### src/sv/kfper_pkg.sv
package kfper_pkg;

	localparam int FRAME_LEN    = 7;
	localparam int RING_DEPTH   = 16;
	localparam int BUTTON_COUNT = 14;

	localparam int IDX_W   = $clog2(FRAME_LEN);
	localparam int PTR_W   = (RING_DEPTH > 1) ? $clog2(RING_DEPTH) : 1;
	localparam int FILL_W  = $clog2(RING_DEPTH + 1);
	localparam int SCAN_W  = $clog2(BUTTON_COUNT);
	localparam int ENTRY_W = 5;
	localparam int PEND_W  = 5;

	localparam int IN_DATA_W  = 8;
	localparam int OUT_DATA_W = 96;

	localparam logic [7:0] SYNC_FIRST  = 8'hBD;
	localparam logic [7:0] SYNC_SECOND = 8'h1D;

	typedef enum logic [1:0] {
		PH_HUNT    = 2'd0,
		PH_SYNC2   = 2'd1,
		PH_COLLECT = 2'd2
	} phase_t;

	typedef enum logic [2:0] {
		ST_IDLE,
		ST_PARSE,
		ST_POP,
		ST_SCAN,
		ST_FINISH
	} ctrl_state_t;

	typedef struct packed {
		logic parse;
		logic pop;
		logic scan;
		logic load_out;
	} ctrl_cmd_t;

	typedef struct packed {
		logic start_scan;
		logic scan_last;
	} dp_status_t;

	function automatic logic [PTR_W-1:0] ring_inc(input logic [PTR_W-1:0] ptr);
		logic [PTR_W-1:0] nxt;
		if (ptr == PTR_W'(RING_DEPTH - 1)) begin
			nxt = '0;
		end else begin
			nxt = ptr + PTR_W'(1);
		end
		return nxt;
	endfunction

endpackage

### src/sv/kfper_ctrl.sv
module kfper_ctrl (
	input  logic                   clk,
	input  logic                   arst_n,
	input  logic                   in_valid,
	input  logic                   in_func,
	input  logic                   out_ready,
	input  kfper_pkg::dp_status_t  status,
	output logic                   in_ready,
	output logic                   out_valid,
	output kfper_pkg::ctrl_cmd_t   cmd,
	output kfper_pkg::ctrl_state_t state
);
	import kfper_pkg::*;

	ctrl_state_t state_q;
	ctrl_state_t state_d;
	logic        out_vld_q;

	always_ff @(posedge clk or negedge arst_n) begin
		if (!arst_n) begin
			state_q   <= ST_IDLE;
			out_vld_q <= 1'b0;
		end else begin
			state_q <= state_d;
			if (cmd.load_out) begin
				out_vld_q <= 1'b1;
			end else if (out_ready) begin
				out_vld_q <= 1'b0;
			end
		end
	end

	always_comb begin
		state_d      = state_q;
		cmd          = '0;
		case (state_q)
			ST_IDLE: begin
				if (in_valid) begin
					state_d = in_func ? ST_POP : ST_PARSE;
				end
			end
			ST_PARSE: begin
				cmd.parse = 1'b1;
				state_d   = status.start_scan ? ST_SCAN : ST_FINISH;
			end
			ST_POP: begin
				cmd.pop = 1'b1;
				state_d = ST_FINISH;
			end
			ST_SCAN: begin
				cmd.scan = 1'b1;
				if (status.scan_last) begin
					state_d = ST_FINISH;
				end
			end
			ST_FINISH: begin
				// The result register frees up in the same cycle its beat is taken.
				if (!out_vld_q || out_ready) begin
					cmd.load_out = 1'b1;
					state_d      = ST_IDLE;
				end
			end
			default: begin
				state_d = ST_IDLE;
			end
		endcase
	end

	assign in_ready  = (state_q == ST_IDLE);
	assign out_valid = out_vld_q;
	assign state     = state_q;

endmodule

### src/sv/kfper_dp.sv
module kfper_dp (
	input  logic                                 clk,
	input  logic                                 arst_n,
	input  logic                                 take,
	input  logic [kfper_pkg::IN_DATA_W-1:0]      in_byte,
	input  kfper_pkg::ctrl_cmd_t                 cmd,
	output kfper_pkg::dp_status_t                status,
	output logic [kfper_pkg::OUT_DATA_W-1:0]     out_data,
	output logic                                 out_event_valid
);
	import kfper_pkg::*;

	logic [7:0]              byte_q;
	phase_t                  phase_q;
	logic [IDX_W-1:0]        idx_q;
	logic [7:0]              sum_q;
	logic [7:0]              b2_q, b3_q, b4_q, b5_q;
	logic                    primed_q;
	logic [BUTTON_COUNT-1:0] held_q;
	logic [2:0]              flags_q;
	logic [31:0]             good_q;
	logic [31:0]             bad_q;
	logic [BUTTON_COUNT-1:0] changed_q;
	logic [SCAN_W-1:0]       scan_q;
	logic [PTR_W-1:0]        head_q;
	logic [PTR_W-1:0]        tail_q;
	logic [FILL_W-1:0]       fill_q;
	logic                    ev_valid_q;
	logic [3:0]              ev_button_q;
	logic                    ev_pressed_q;
	logic [OUT_DATA_W-1:0]   out_data_q;
	logic                    out_user_q;

	logic [ENTRY_W-1:0]      ring_mem [RING_DEPTH];

	logic [BUTTON_COUNT-1:0] new_buttons;
	logic [2:0]              new_flags;
	logic                    last_byte;
	logic                    sum_ok;
	logic                    push;

	always_comb begin
		new_buttons = {b5_q[2:0], b4_q[7], b3_q[5], b3_q[4], b3_q[3], b3_q[0], b2_q[5:0]};
		new_flags   = {b4_q[2], b3_q[1], b3_q[2]};
		last_byte   = (phase_q == PH_COLLECT) && (idx_q == IDX_W'(FRAME_LEN - 1));
		sum_ok      = (sum_q == byte_q);
		push        = cmd.scan && changed_q[scan_q];
		status.start_scan = last_byte && sum_ok && primed_q;
		status.scan_last  = (scan_q == SCAN_W'(BUTTON_COUNT - 1));
	end

	always_ff @(posedge clk) begin
		if (push) begin
			ring_mem[tail_q] <= {held_q[scan_q], 4'(scan_q)};
		end
	end

	always_ff @(posedge clk) begin
		if (take) begin
			byte_q <= in_byte;
		end
		if (cmd.parse && phase_q == PH_COLLECT && !last_byte) begin
			if (idx_q == IDX_W'(2)) b2_q <= byte_q;
			if (idx_q == IDX_W'(3)) b3_q <= byte_q;
			if (idx_q == IDX_W'(4)) b4_q <= byte_q;
			if (idx_q == IDX_W'(5)) b5_q <= byte_q;
		end
		if (cmd.parse) begin
			ev_valid_q   <= 1'b0;
			ev_button_q  <= '0;
			ev_pressed_q <= 1'b0;
		end else if (cmd.pop) begin
			if (fill_q != '0) begin
				ev_valid_q   <= 1'b1;
				ev_button_q  <= ring_mem[head_q][3:0];
				ev_pressed_q <= ring_mem[head_q][4];
			end else begin
				ev_valid_q   <= 1'b0;
				ev_button_q  <= '0;
				ev_pressed_q <= 1'b0;
			end
		end
		if (cmd.load_out) begin
			out_user_q <= ev_valid_q;
			out_data_q <= {5'd0, PEND_W'(fill_q), bad_q, good_q, flags_q, held_q,
				ev_pressed_q, ev_button_q};
		end
	end

	always_ff @(posedge clk or negedge arst_n) begin
		if (!arst_n) begin
			phase_q   <= PH_HUNT;
			idx_q     <= '0;
			sum_q     <= '0;
			primed_q  <= 1'b0;
			held_q    <= '0;
			flags_q   <= '0;
			good_q    <= '0;
			bad_q     <= '0;
			changed_q <= '0;
			scan_q    <= '0;
			head_q    <= '0;
			tail_q    <= '0;
			fill_q    <= '0;
		end else begin
			if (cmd.parse) begin
				scan_q <= '0;
				case (phase_q)
					PH_HUNT: begin
						if (byte_q == SYNC_FIRST) begin
							sum_q   <= SYNC_FIRST;
							idx_q   <= IDX_W'(1);
							phase_q <= PH_SYNC2;
						end
					end
					PH_SYNC2: begin
						if (byte_q == SYNC_SECOND) begin
							sum_q   <= sum_q + byte_q;
							idx_q   <= IDX_W'(2);
							phase_q <= PH_COLLECT;
						end else begin
							bad_q <= bad_q + 32'd1;
							// A second sync-first byte restarts the pair.
							if (byte_q == SYNC_FIRST) begin
								sum_q <= SYNC_FIRST;
								idx_q <= IDX_W'(1);
							end else begin
								phase_q <= PH_HUNT;
							end
						end
					end
					PH_COLLECT: begin
						if (last_byte) begin
							phase_q <= PH_HUNT;
							idx_q   <= '0;
							if (!sum_ok) begin
								bad_q <= bad_q + 32'd1;
							end else begin
								good_q    <= good_q + 32'd1;
								flags_q   <= new_flags;
								held_q    <= new_buttons;
								primed_q  <= 1'b1;
								changed_q <= new_buttons ^ held_q;
							end
						end else begin
							sum_q <= sum_q + byte_q;
							idx_q <= idx_q + IDX_W'(1);
						end
					end
					default: begin
						phase_q <= PH_HUNT;
					end
				endcase
			end
			if (cmd.scan) begin
				scan_q <= scan_q + SCAN_W'(1);
			end
			if (push) begin
				tail_q <= ring_inc(tail_q);
				// A full ring drops its oldest entry to make room.
				if (fill_q == FILL_W'(RING_DEPTH)) begin
					head_q <= ring_inc(head_q);
				end else begin
					fill_q <= fill_q + FILL_W'(1);
				end
			end else if (cmd.pop && fill_q != '0) begin
				head_q <= ring_inc(head_q);
				fill_q <= fill_q - FILL_W'(1);
			end
		end
	end

	assign out_data        = out_data_q;
	assign out_event_valid = out_user_q;

endmodule

### src/sv/keypad_frame_parser_event_ring_top.sv
// Keypad frame parser with a button event ring. Each input beat carries either a received
// UART byte (tuser = 0) or a request to pop the oldest button event (tuser = 1), and each
// one yields exactly one output beat holding the popped event, the current buttons and
// flags, the good-frame and error counters, and the ring fill. One item at a time is worked
// on: a byte or a pop passes through a parse or pop state and then a finish state, where it
// is loaded into the result register, and the next beat is taken only back in the idle state.
// The byte that closes a good frame after the first also passes through a scan state,
// because a sequencer walks the fourteen buttons one per cycle and pushes a press or
// release event for each one that changed. A result still waiting at the output holds the
// next one back in its last cycle until the waiting beat is taken. A full ring drops its
// oldest event on a push. The next input beat is taken while a result still waits at the
// output.
module keypad_frame_parser_event_ring_top (
	input  logic                                 clk,
	input  logic                                 arst_n,
	input  logic                                 s_axis_tvalid,
	output logic                                 s_axis_tready,
	input  logic [kfper_pkg::IN_DATA_W-1:0]      s_axis_tdata,  // byte_value
	input  logic                                 s_axis_tuser,  // func
	output logic                                 m_axis_tvalid,
	input  logic                                 m_axis_tready,
	// event_button, event_pressed, button_state, status_flags, frame_total,
	// error_total, pending_events, zero fill
	output logic [kfper_pkg::OUT_DATA_W-1:0]     m_axis_tdata,
	output logic                                 m_axis_tuser   // event_valid
);
	import kfper_pkg::*;

	ctrl_cmd_t   cmd;
	dp_status_t  status;
	ctrl_state_t state;
	logic        take;

	assign take = s_axis_tvalid && s_axis_tready;

	kfper_ctrl u_ctrl (
		.clk       (clk),
		.arst_n    (arst_n),
		.in_valid  (s_axis_tvalid),
		.in_func   (s_axis_tuser),
		.out_ready (m_axis_tready),
		.status    (status),
		.in_ready  (s_axis_tready),
		.out_valid (m_axis_tvalid),
		.cmd       (cmd),
		.state     (state)
	);

	kfper_dp u_dp (
		.clk             (clk),
		.arst_n          (arst_n),
		.take            (take),
		.in_byte         (s_axis_tdata),
		.cmd             (cmd),
		.status          (status),
		.out_data        (m_axis_tdata),
		.out_event_valid (m_axis_tuser)
	);

	assert property (@(posedge clk) disable iff (!arst_n)
		take |=> !s_axis_tready)
		else $error("input accepted while an item is still in work");

	assert property (@(posedge clk) disable iff (!arst_n)
		m_axis_tvalid |-> (m_axis_tdata[90:86] <= 5'(RING_DEPTH)))
		else $error("ring fill beyond its depth");

	assert property (@(posedge clk) disable iff (!arst_n)
		(m_axis_tvalid && m_axis_tuser) |-> (m_axis_tdata[3:0] < 4'(BUTTON_COUNT)))
		else $error("popped event names a button that does not exist");

	assert property (@(posedge clk) disable iff (!arst_n)
		(state == ST_SCAN && status.scan_last) |=> (state == ST_FINISH))
		else $error("button scan did not end after the last button");

endmodule

### config.mk
export PLATFORM = sky130hd
export DESIGN_NAME = keypad_frame_parser_event_ring_top
export DESIGN_NICKNAME = d
export VERILOG_FILES = /design/src/sv/kfper_pkg.sv /design/src/sv/kfper_ctrl.sv /design/src/sv/kfper_dp.sv /design/src/sv/keypad_frame_parser_event_ring_top.sv
export SDC_FILE = /design/constraint.sdc
export NUM_CORES = 1
export LEC_CHECK = 0
export BUFFER_PORTS_ARGS = -buffer_cell sky130_fd_sc_hd__buf_4
export CORE_MARGIN = 5
export CORE_UTILIZATION = 50
export CTS_CLUSTER_SIZE = 16
export DETAILED_ROUTE_END_ITERATION = 8
export PLACE_DENSITY = 0.72
export RECOVER_POWER = 25
export SLEW_MARGIN = 10
export SYNTH_ARGS = -nofsm -noshare
export SYNTH_HDL_FRONTEND = slang
export SYNTH_SLANG_ARGS = --single-unit
export TNS_END_PERCENT = 50
### constraint.sdc
create_clock -name clk -period 4.5 [get_ports clk]
set_clock_uncertainty 0.2 [all_clocks]
set_input_delay 0.45 -clock clk [delete_from_list [all_inputs] [get_ports clk]]
set_output_delay 0.45 -clock clk [all_outputs]
set_load 0.02 [all_outputs]
# Word-level counts from Yosys, hierarchy flattened

Memory sizes are Yosys's and may differ from the RTL's.
Cells that the tools add are included.

Add/subtract/negate cells: 9
Magnitude comparators: 1
Equality and inequality tests: 29
Multiplexer cells: 49
Bitwise operators: 1
Reduce and logical (&&, ||, !) cells: 31

Operators with widths:

| cell                                                            | number |
|---|---|
| 32-bit 2-to-1 mux                                               | 3 |
| 32-bit by 1-bit adder with 32-bit output, second input constant | 2 |
| 32-bit case mux with 2 select lines                             | 1 |
| 4-bit 2-to-1 mux                                                | 8 |
| 8-bit 2-to-1 mux                                                | 3 |
| 8-bit case mux with 3 select lines                              | 1 |
| 3-bit 2-to-1 mux                                                | 7 |
| 5-bit 2-to-1 mux                                                | 3 |
| 3-bit case mux with 5 select lines                              | 1 |
| 2-bit != test, second input constant                            | 7 |
| 2-bit AND reduction                                             | 7 |
| 14-bit XOR                                                      | 1 |
| 1-bit 2-to-1 mux                                                | 13 |
| 4-bit by 1-bit adder with 4-bit output, second input constant   | 3 |
| 3-bit by 2-bit == test with 1-bit output, second input constant | 4 |
| 3-bit == test, second input constant                            | 4 |
| 4-bit == test, second input constant                            | 3 |
| 2-bit 2-to-1 mux                                                | 5 |
| 3-bit case mux with 3 select lines                              | 1 |
| 8-bit adder                                                     | 1 |
| 1-bit binary-select mux with 4-bit select                       | 2 |
| 8-bit by 5-bit == test with 1-bit output, second input constant | 1 |
| 8-bit == test                                                   | 1 |
| 8-bit == test, second input constant                            | 1 |
| 22 further kinds                                                | 37 |

Bits in registers: 259
Memory bits (writable): 80
Input bits: 13
Output and inout bits: 99
Logic and storage cells: 146
Memories kept: 1

Memories:

| memory        | words | bits a word | read ports | clocked after memory_dff | write ports | line           | source |
|---|---|---|---|---|---|---|---|
| u_dp.ring_mem | 16    | 5           | 1          | 0                        | 1           | kfper_dp.sv:34 | `logic [ENTRY_W-1:0] ring_mem [RING_DEPTH];` |

# Depth between registers and ports, before layout

Gate-level depths: netlist (run 1).

Depth after elaboration: 6
Mapped depth: 11
Depth with buffers taken out: 9

# Cells and area by module

From an unflattened synthesis (run 1), not the netlist that was laid out.

Cell total of the unflattened synthesis: 936
Area, all modules: 13751.9 um^2

By module, submodules not included:

| module                             | times used | cells an instance | area each (um^2) | sequential area each (um^2) |
|---|---|---|---|---|
| kfper_dp                           | 1          | 909               | 13499.2          | 9188.8 |
| kfper_ctrl                         | 1          | 26                | 246.5            | 100.1 |
| keypad_frame_parser_event_ring_top | 1          | 1                 | 6.3              | 0.0 |

# Least setup slack after synthesis (run 1)

OpenSTA, ideal clock, no wires.

Path type: register to register
From: reg u_ctrl.state_q[2] (netlist: u_ctrl.state[2])
To: reg u_dp.out_data_q[0] (netlist: u_dp.out_data[0]) (enable)
Setup time: 461 ps
Arrival time: 2836 ps
Required time: 3839 ps
Slack: 1002 ps
Cell stages (with the launch flop): 3
Path buffers: 1
Clock period less this slack: 3498 ps
Cell sequence: dfrtp_1 clkbuf_1 and3_1

RTL lines:

| item                     | line             | source |
|---|---|---|
| start: declaration       | kfper_ctrl.sv:15 | `ctrl_state_t state_q;` |
| start signal: assignment | kfper_ctrl.sv:24 | `state_q <= state_d;` |
| end signal: assignment   | kfper_dp.sv:85   | `out_data_q <= {5'd0, PEND_W'(fill_q), bad_q, good_q, flags_q, held_q,` |
| end: declaration         | kfper_dp.sv:31   | `logic [OUT_DATA_W-1:0] out_data_q;` |

# Worst setup path after layout (run 1)

From: reg u_dp.scan_q[1]
To: mem u_dp.ring_mem[15][1] (enable)

Word-level cells in the longest chain between the ends: 5

Ends and longest elaborated chain:

| item                                      | line            | source |
|---|---|---|
| start: declaration                        | kfper_dp.sv:24  | `logic [SCAN_W-1:0] scan_q;` |
| start signal: assignment                  | kfper_dp.sv:156 | `scan_q <= scan_q + SCAN_W'(1);` |
| 1-bit binary-select mux with 4-bit select | kfper_dp.sv:47  | `push = cmd.scan && changed_q[scan_q];` |
| 1-bit 2-to-1 mux (not written as such)    | kfper_dp.sv:47  |  |
| 1-bit logical AND                         | kfper_dp.sv:47  |  |
| 1-bit 2-to-1 mux                          | kfper_dp.sv:53  | `if (push) begin` |
| 1-bit 2-to-1 mux (not written as such)    | kfper_dp.sv:54  | `ring_mem[tail_q] <= {held_q[scan_q], 4'(scan_q)};` |
| end: declaration                          | kfper_dp.sv:34  |  |

Every way passes these cells. The select of a mux whose other input is x is not followed.

==> results of run 1 <==
sequential cells by signal (all words and copies together), names as in the netlist, 4 cells and up:
register,count
u_dp.changed_q,14
u_dp.head_q,4
u_dp.b3_q,6
u_dp.sum_q,8
u_dp.fill_q,5
u_dp.ev_button_q,4
u_dp.good_q,32
u_dp.held_q,14
u_dp.bad_q,32
u_dp.out_data,91
u_dp.scan_q,4
u_dp.b2_q,6
u_dp.ring_mem,80
u_dp.byte_q,8
u_dp.tail_q,4
critical path, stage by stage, from the launching register on:
cell,delay [ps]
dfrtp_1,940
mux2_2,300
a22oi_1,80
a311o_1,520
buf_4,240
or2_2,300
nor3_1,600
timing repair:
item	in CTS	in global routing
setup buffers	0	0
hold buffers	9	0
hold endpoints to repair	75	0
endpoints found under the setup margin	0	0
stage by stage:
stage | instance area [um2] | hold WS (ps)
detailed placement | 14900 | 217
floorplan | 13700 | -45.6
global route | 16100 | 132
finish | 16100 | 126
global placement | 14900 | 220
CTS | 16100 | 112
cells in the mapped netlist, types with 6 or more instances:
| cell | instances | area share [%] |
|---|---|---|
| buf_4 | 7 | 0.38 |
| nand2_1 | 114 | 3.1 |
| mux2_2 | 10 | 0.82 |
| edfxtp_1 | 197 | 43 |
| a21oi_1 | 23 | 0.84 |
| dfrtp_1 | 130 | 24 |
| nand2b_1 | 7 | 0.32 |
| mux2i_1 | 6 | 0.44 |
| and2_1 | 21 | 0.96 |
| nor4_1 | 6 | 0.27 |
| inv_1 | 19 | 0.52 |
| nand3_1 | 37 | 1.3 |
| xor2_1 | 17 | 1.1 |
| dfxtp_1 | 6 | 0.88 |
| mux4_2 | 26 | 4.3 |
| xnor2_1 | 71 | 4.5 |
| nand4_1 | 17 | 0.77 |
| clkbuf_1 | 21 | 0.57 |
| nor3_1 | 13 | 0.47 |
| a22o_1 | 9 | 0.57 |
| buf_2 | 7 | 0.26 |
| nor3_2 | 9 | 0.66 |
| o21ai_0 | 34 | 1.2 |
| ha_1 | 28 | 2.6 |
| nor2b_1 | 8 | 0.36 |
| a21o_1 | 7 | 0.38 |
| nor2_1 | 28 | 0.77 |
| and4_1 | 6 | 0.38 |
| a211oi_1 | 6 | 0.33 |
| and3_1 | 15 | 0.68 |
power by group through the flow:
stage	clock network [mW]	registers [mW]	logic, mW
after floorplan	0	4.20	0.941
after global placement	0	4.09	1.67
after detailed placement	0	4.11	1.69
after CTS	2.90	4.05	1.70
after global routing	3.05	4.10	1.83
final	2.85	4.04	1.68
worst paths after layout:
kind,start,to,depth (start not counted)
setup / recovery,u_dp.scan_q[1]$_DFFE_PN0P_,u_dp.ring_mem[15][1]$_DFFE_PP_,6
hold / removal,s_axis_tuser,u_ctrl.state[1]$_DFFE_PN0P_,3
setup reg to reg,u_dp.scan_q[1]$_DFFE_PN0P_,u_dp.ring_mem[15][1]$_DFFE_PP_,6
hold reg to reg,u_dp.ev_button_q[0]$_SDFFE_PP0P_,u_dp.out_data[0]$_DFFE_PP_,0
max in group asynchronous,arst_n,u_dp.flags_q[0]$_DFFE_PN0P_,3
min in group asynchronous,arst_n,u_dp.good_q[23]$_DFFE_PN0P_,2
cell families (layout without fill, tap and decap cells):
group	count (synthesis)	count (layout)	synth area share [%]
XOR/XNOR	88	88	5.62
adder cells (fa/ha/maj)	30	30	2.84
multiplexers	42	42	5.52
AND/OR/NAND/NOR	301	301	11.5
other	1	5	0.0273
AO/OA/AOI/OAI	107	107	4.96
flip-flops	333	333	67.7
buffers and inverters	55	209	1.81
per-layer routing:
layer / GRT usage (%) / vias to the layer above
met5: 0 / -
met4: 4.74 / 0
met3: 2.78 / 35
met2: 28.1 / 188
met1: 23.6 / 3913
li1: - / 3772
layout make-up:
class	instances	area, um2
sequential	333	9290
tap	341	427
clock buffer	47	961
multi-input combinational	573	4210
inverter	19	71.3
clock inverter	15	185
fill	2059	10900
timing repair buffer	128	981
==> results.cfg, run 1 <==
[run_status]
status = finished with violations
violations = capacitance limit, slew limit

[route]
routed-wl-met2_um = 12700
drtIter0Drc = 578
num_vias = 7908
vias_per_cell = 5.43
routed.top_layer = met4
drtPass1Iterations = 5
wl_met1_um = 11500
count_of_antenna_violating_nets_left_after_detailed_routing = 0
wire_per_inst_um = 17.7
drcViolationCount = 0
met3_wirelength_um = 1170
totalWireLength_um = 25800

[floorplanning]
die-area_mm2 = 0.0309
ioPinCount = 112
placeableCoreArea_mm2 = 0.0270
die_h_um = 176
effective_utilization_at_floorplan_pct = 50.8
die_x_um = 176
rows = 60

[sta]
finalSetupViolCount = 0
finalCritPeriodShare_pct = 79.1
max_freq_mhz = 281
setup_total_negative_slack_ps = 0
period_minus_slack_ps = 3560
max_slew_margin_pct = -22.7
slew_violations = 70
hold_viol = 0
rsz0062_at_grt = no
tightestPinTransition_ps = 1840
final_critical_path_setup_slack_ps = 942

[hold_path]
worst_min_delay_path_class = in2reg

[power]
seqPwrFrac_pct = 47.2
power_density_mw_per_mm2 = 531
power.total_mw = 8.56
p_sw_share_pct = 28.2
ir_worst_vdd_mv = 0.336
p_leak_nw = 6.39
power.share.combinational_pct = 19.6
p_switching_mw = 2.42
clock_power_share_pct = 33.2
power_internal_mw = 6.15

[placed_design]
pre_cts_setup_slack_ps = 921
dp_cells = 1385
numPortBuffers = 106
dpl.hpwl_um = 17500
globalplace.congestion = 0.862

[worst_setup_path]
critPathMaxFanout = 28
endpoint_kind = flip-flop
ff2ff_setup_slack_ps = 940
cp-start-kind = flip-flop
crit_required_ps = 4430
crit_type = reg2reg
critPathArrivalTime_ps = 3480

[logic_synthesis]
yosysWarnings = 0
avgSynthCellArea_um2 = 14.3
synthesis.area_mm2 = 0.0137
ys_types = 63
postSynth.topFlopCell = edfxtp_1
postSynthRegisterBits = 333
synth-edff-count = 197
synthArstFlopShare_pct = 39.0
synth-seq-area-share_pct = 67.7
syn-instance-count = 957

[run]
timing.max_cap.violations = 1

[cts]
tritoncts_buffer_count = 35
tritoncts = yes
clk_pin_slew_worst_paths_ps = 60
clockRootBuffer = clkbuf_16
clock_sink_count = 333
htreeDepth = 2
insertion_delay_ps = 500
post_cts_resized = 0
cts_buffer_depth = 3

[layout]
layout-area-overhead-vs-synth_pct = 17.5
final_net_count = 1133
drive_gt1_share_pct = 20.5
antennaDiodeCount = 0
utilization_pct = 59.7
fin_cells = 1456
layout.cells.most_common = edfxtp_1
final_cell_mix = edfxtp_1, dfrtp_1, nand2_1, buf_4, xnor2_1

[grt]
grt_util_all_layers_pct = 17.0
gr-total-overflow = 0
grt_start_max_net_pins = 70
grt_pass1_vias = 8130
grt_antenna_before_repair = 0
global_route_wire_length_before_repair_um = 42400
No activity file was read; power rests on OpenSTA's default activity.
==> inputs of run 2 (changes only) <==
==> constraint.sdc (replaced) <==
create_clock -name clk -period 3.3 [get_ports clk]
set_clock_uncertainty 0.2 [all_clocks]
set_input_delay 0.33 -clock clk [delete_from_list [all_inputs] [get_ports clk]]
set_output_delay 0.33 -clock clk [all_outputs]
set_load 0.02 [all_outputs]
==> run 2 against run 1 <==
  * The flow still finishes with violations (capacitance limit, slew limit)
  * Critical path type unchanged
  * Largest power group unchanged
  * Combinational power increased by 45%
  * Clock-buffer cell count decreased by 1
  * Clock power increased by 33%
  * Utilization increased by 0.49 points
  * Via count about the same
==> results.cfg, run 2 (synthesis results as in run 1) <==
[cts]
clock_sink_count = 333
htreeDepth = 2
tritoncts_buffer_count = 36
post_cts_resized = 0
insertion_delay_ps = 510
tritoncts = yes
cts_buffer_depth = 3
clk_pin_slew_worst_paths_ps = 60
clockRootBuffer = clkbuf_16

[layout]
utilization_pct = 60.2
final_cell_mix = edfxtp_1, dfrtp_1, buf_4, nand2_1, xnor2_1
stdcell_area_mm2 = 0.0163
drive_gt1_share_pct = 21.7
largest_register_ff_count = 91
final_net_count = 1150
antennaDiodeCount = 0
layout-area-overhead-vs-synth_pct = 18.5
layout.cells.most_common = edfxtp_1

[placed_design]
placed_cell_area_mm2 = 0.0150
numPortBuffers = 106
globalplace.congestion = 0.842
dpl.hpwl_um = 18000

[floorplanning]
die-area_mm2 = 0.0309
die_h_um = 176
ioPinCount = 112
effective_utilization_at_floorplan_pct = 50.8
rows = 60
placeableCoreArea_mm2 = 0.0270
die_x_um = 176

[sta]
max_slew_margin_pct = -36.4
rsz0062_at_grt = no
max_freq_mhz = 335
hold_viol = 0
finalCritPeriodShare_pct = 90.4
period_minus_slack_ps = 2980
tightestPinTransition_ps = 2050
slew_violations = 77
finalSetupViolCount = 0
setup_total_negative_slack_ps = 0

[route]
drtPass1Iterations = 4
drcViolationCount = 0
vias_per_cell = 5.36
wire_per_inst_um = 17.6
totalWireLength_um = 26000
drtIter0Drc = 574
count_of_antenna_violating_nets_left_after_detailed_routing = 0
num_vias = 7912

[worst_setup_path]
critPathMaxFanout = 22
endpoint_kind = flip-flop
crit_type = reg2reg
max_stage_delay_ps = 480
critPathArrivalTime_ps = 3160
worst_path_max_delay_cell = fa_1
kind_of_cell_adding_the_most_delay_to_the_critical_path = compound AO/OA/AOI/OAI gates
critPathBufInv = 1
cp-start-kind = flip-flop
timing.critical_path.cells = buf_4, nor2_1, a22oi_1, a311o_1, fa_1, a21o_1, a21oi_1, nor2_1, a311oi_1, a31oi_1
crit_required_ps = 3480
ff2ff_setup_slack_ps = 320
cp_common_cell = nor2_1

[run]
timing.max_cap.violations = 1

[power]
power_density_mw_per_mm2 = 716
ir_worst_vdd_mv = 0.380
p_leak_nw = 6.47

[grt]
grt_antenna_before_repair = 0
gr-total-overflow = 0
grt_start_max_net_pins = 78
global_route_wire_length_before_repair_um = 42500
grt_pass1_vias = 8066
grt_util_all_layers_pct = 17.0

[run_status]
status = finished with violations
violations = capacitance limit, slew limit

[hold_path]
worst_min_delay_path_class = in2reg
-- run 2: cell types whose count changed in the layout (fill, tap and decap cells not counted), sizes merged --
| cell | delta |
|---|---|
| inv | -1 |
| dlygate4sd3 | +1 |
| clkinv | +8 |
| clkinvlp | +1 |
| bufinv | -3 |
| buf | +14 |
-- run 2: final timing paths --
| kind | cells after the start | startpoint | endpoint |
|---|---|---|---|
| setup / recovery | 10 | u_dp.scan_q[0]$_DFFE_PN0P_ | u_dp.fill_q[4]$_DFFE_PN0P_ |
| hold / removal | 4 | s_axis_tvalid | u_ctrl.state[1]$_DFFE_PN0P_ |
| setup reg to reg | 10 | u_dp.scan_q[0]$_DFFE_PN0P_ | u_dp.fill_q[4]$_DFFE_PN0P_ |
| hold reg to reg | 0 | u_dp.ev_button_q[0]$_SDFFE_PP0P_ | u_dp.out_data[0]$_DFFE_PP_ |
| max in group asynchronous | 2 | arst_n | u_dp.sum_q[6]$_DFFE_PN0P_ |
| min in group asynchronous | 2 | arst_n | u_dp.good_q[23]$_DFFE_PN0P_ |
-- run 2: timing repair --
item	4_1_cts	5_1_grt
setup buffers	0	0
endpoints found under the hold margin	85	0
hold buffers	10	0
-- run 2: power breakdown --
group	switching (mW)	internal [mW]
clock	1.55	2.23
sequential	0.392	5.03
combinational	1.41	1.03
-- run 2: stage by stage --
stage | cells | power, mW | hold slack [ps] | worst slack (ps)
after floorplan | 961 | 7.00 | -166 | -54.1
after global placement | 1400 | 7.92 | 217 | 426
after detailed placement | 1400 | 7.97 | 218 | 324
after CTS | 1476 | 11.8 | 9.04 | 324
after global routing | 1476 | 12.2 | 28.8 | 167
final | 1476 | 11.6 | 26.8 | 318
-- run 2: cell type report --
type,instances,area (um2)
fillers,2048,10800
inverters,19,71.3
flip-flops and latches,333,9290
repair buffers,144,1120
multi-input cells,573,4210
clock inverters,20,134
clock buffers,46,1000
well taps,341,427
-- run 2: tightest hold or removal path, delay by kind of cell --
kind                   cells  cell delay, ps
AOI/OAI and AO/OA          2             180
buffers and inverters      2             180
-- run 2: layer usage --
metal | routed length, um | vias to the layer above | global-route usage (%)
met2 | 13200 | 150 | 29.2
met4 | 394 | 0 | 4.42
li1 | - | 3805 | -
met3 | 1110 | 37 | 3.06
met5 | 0 | - | 0
met1 | 11300 | 3920 | 22.7
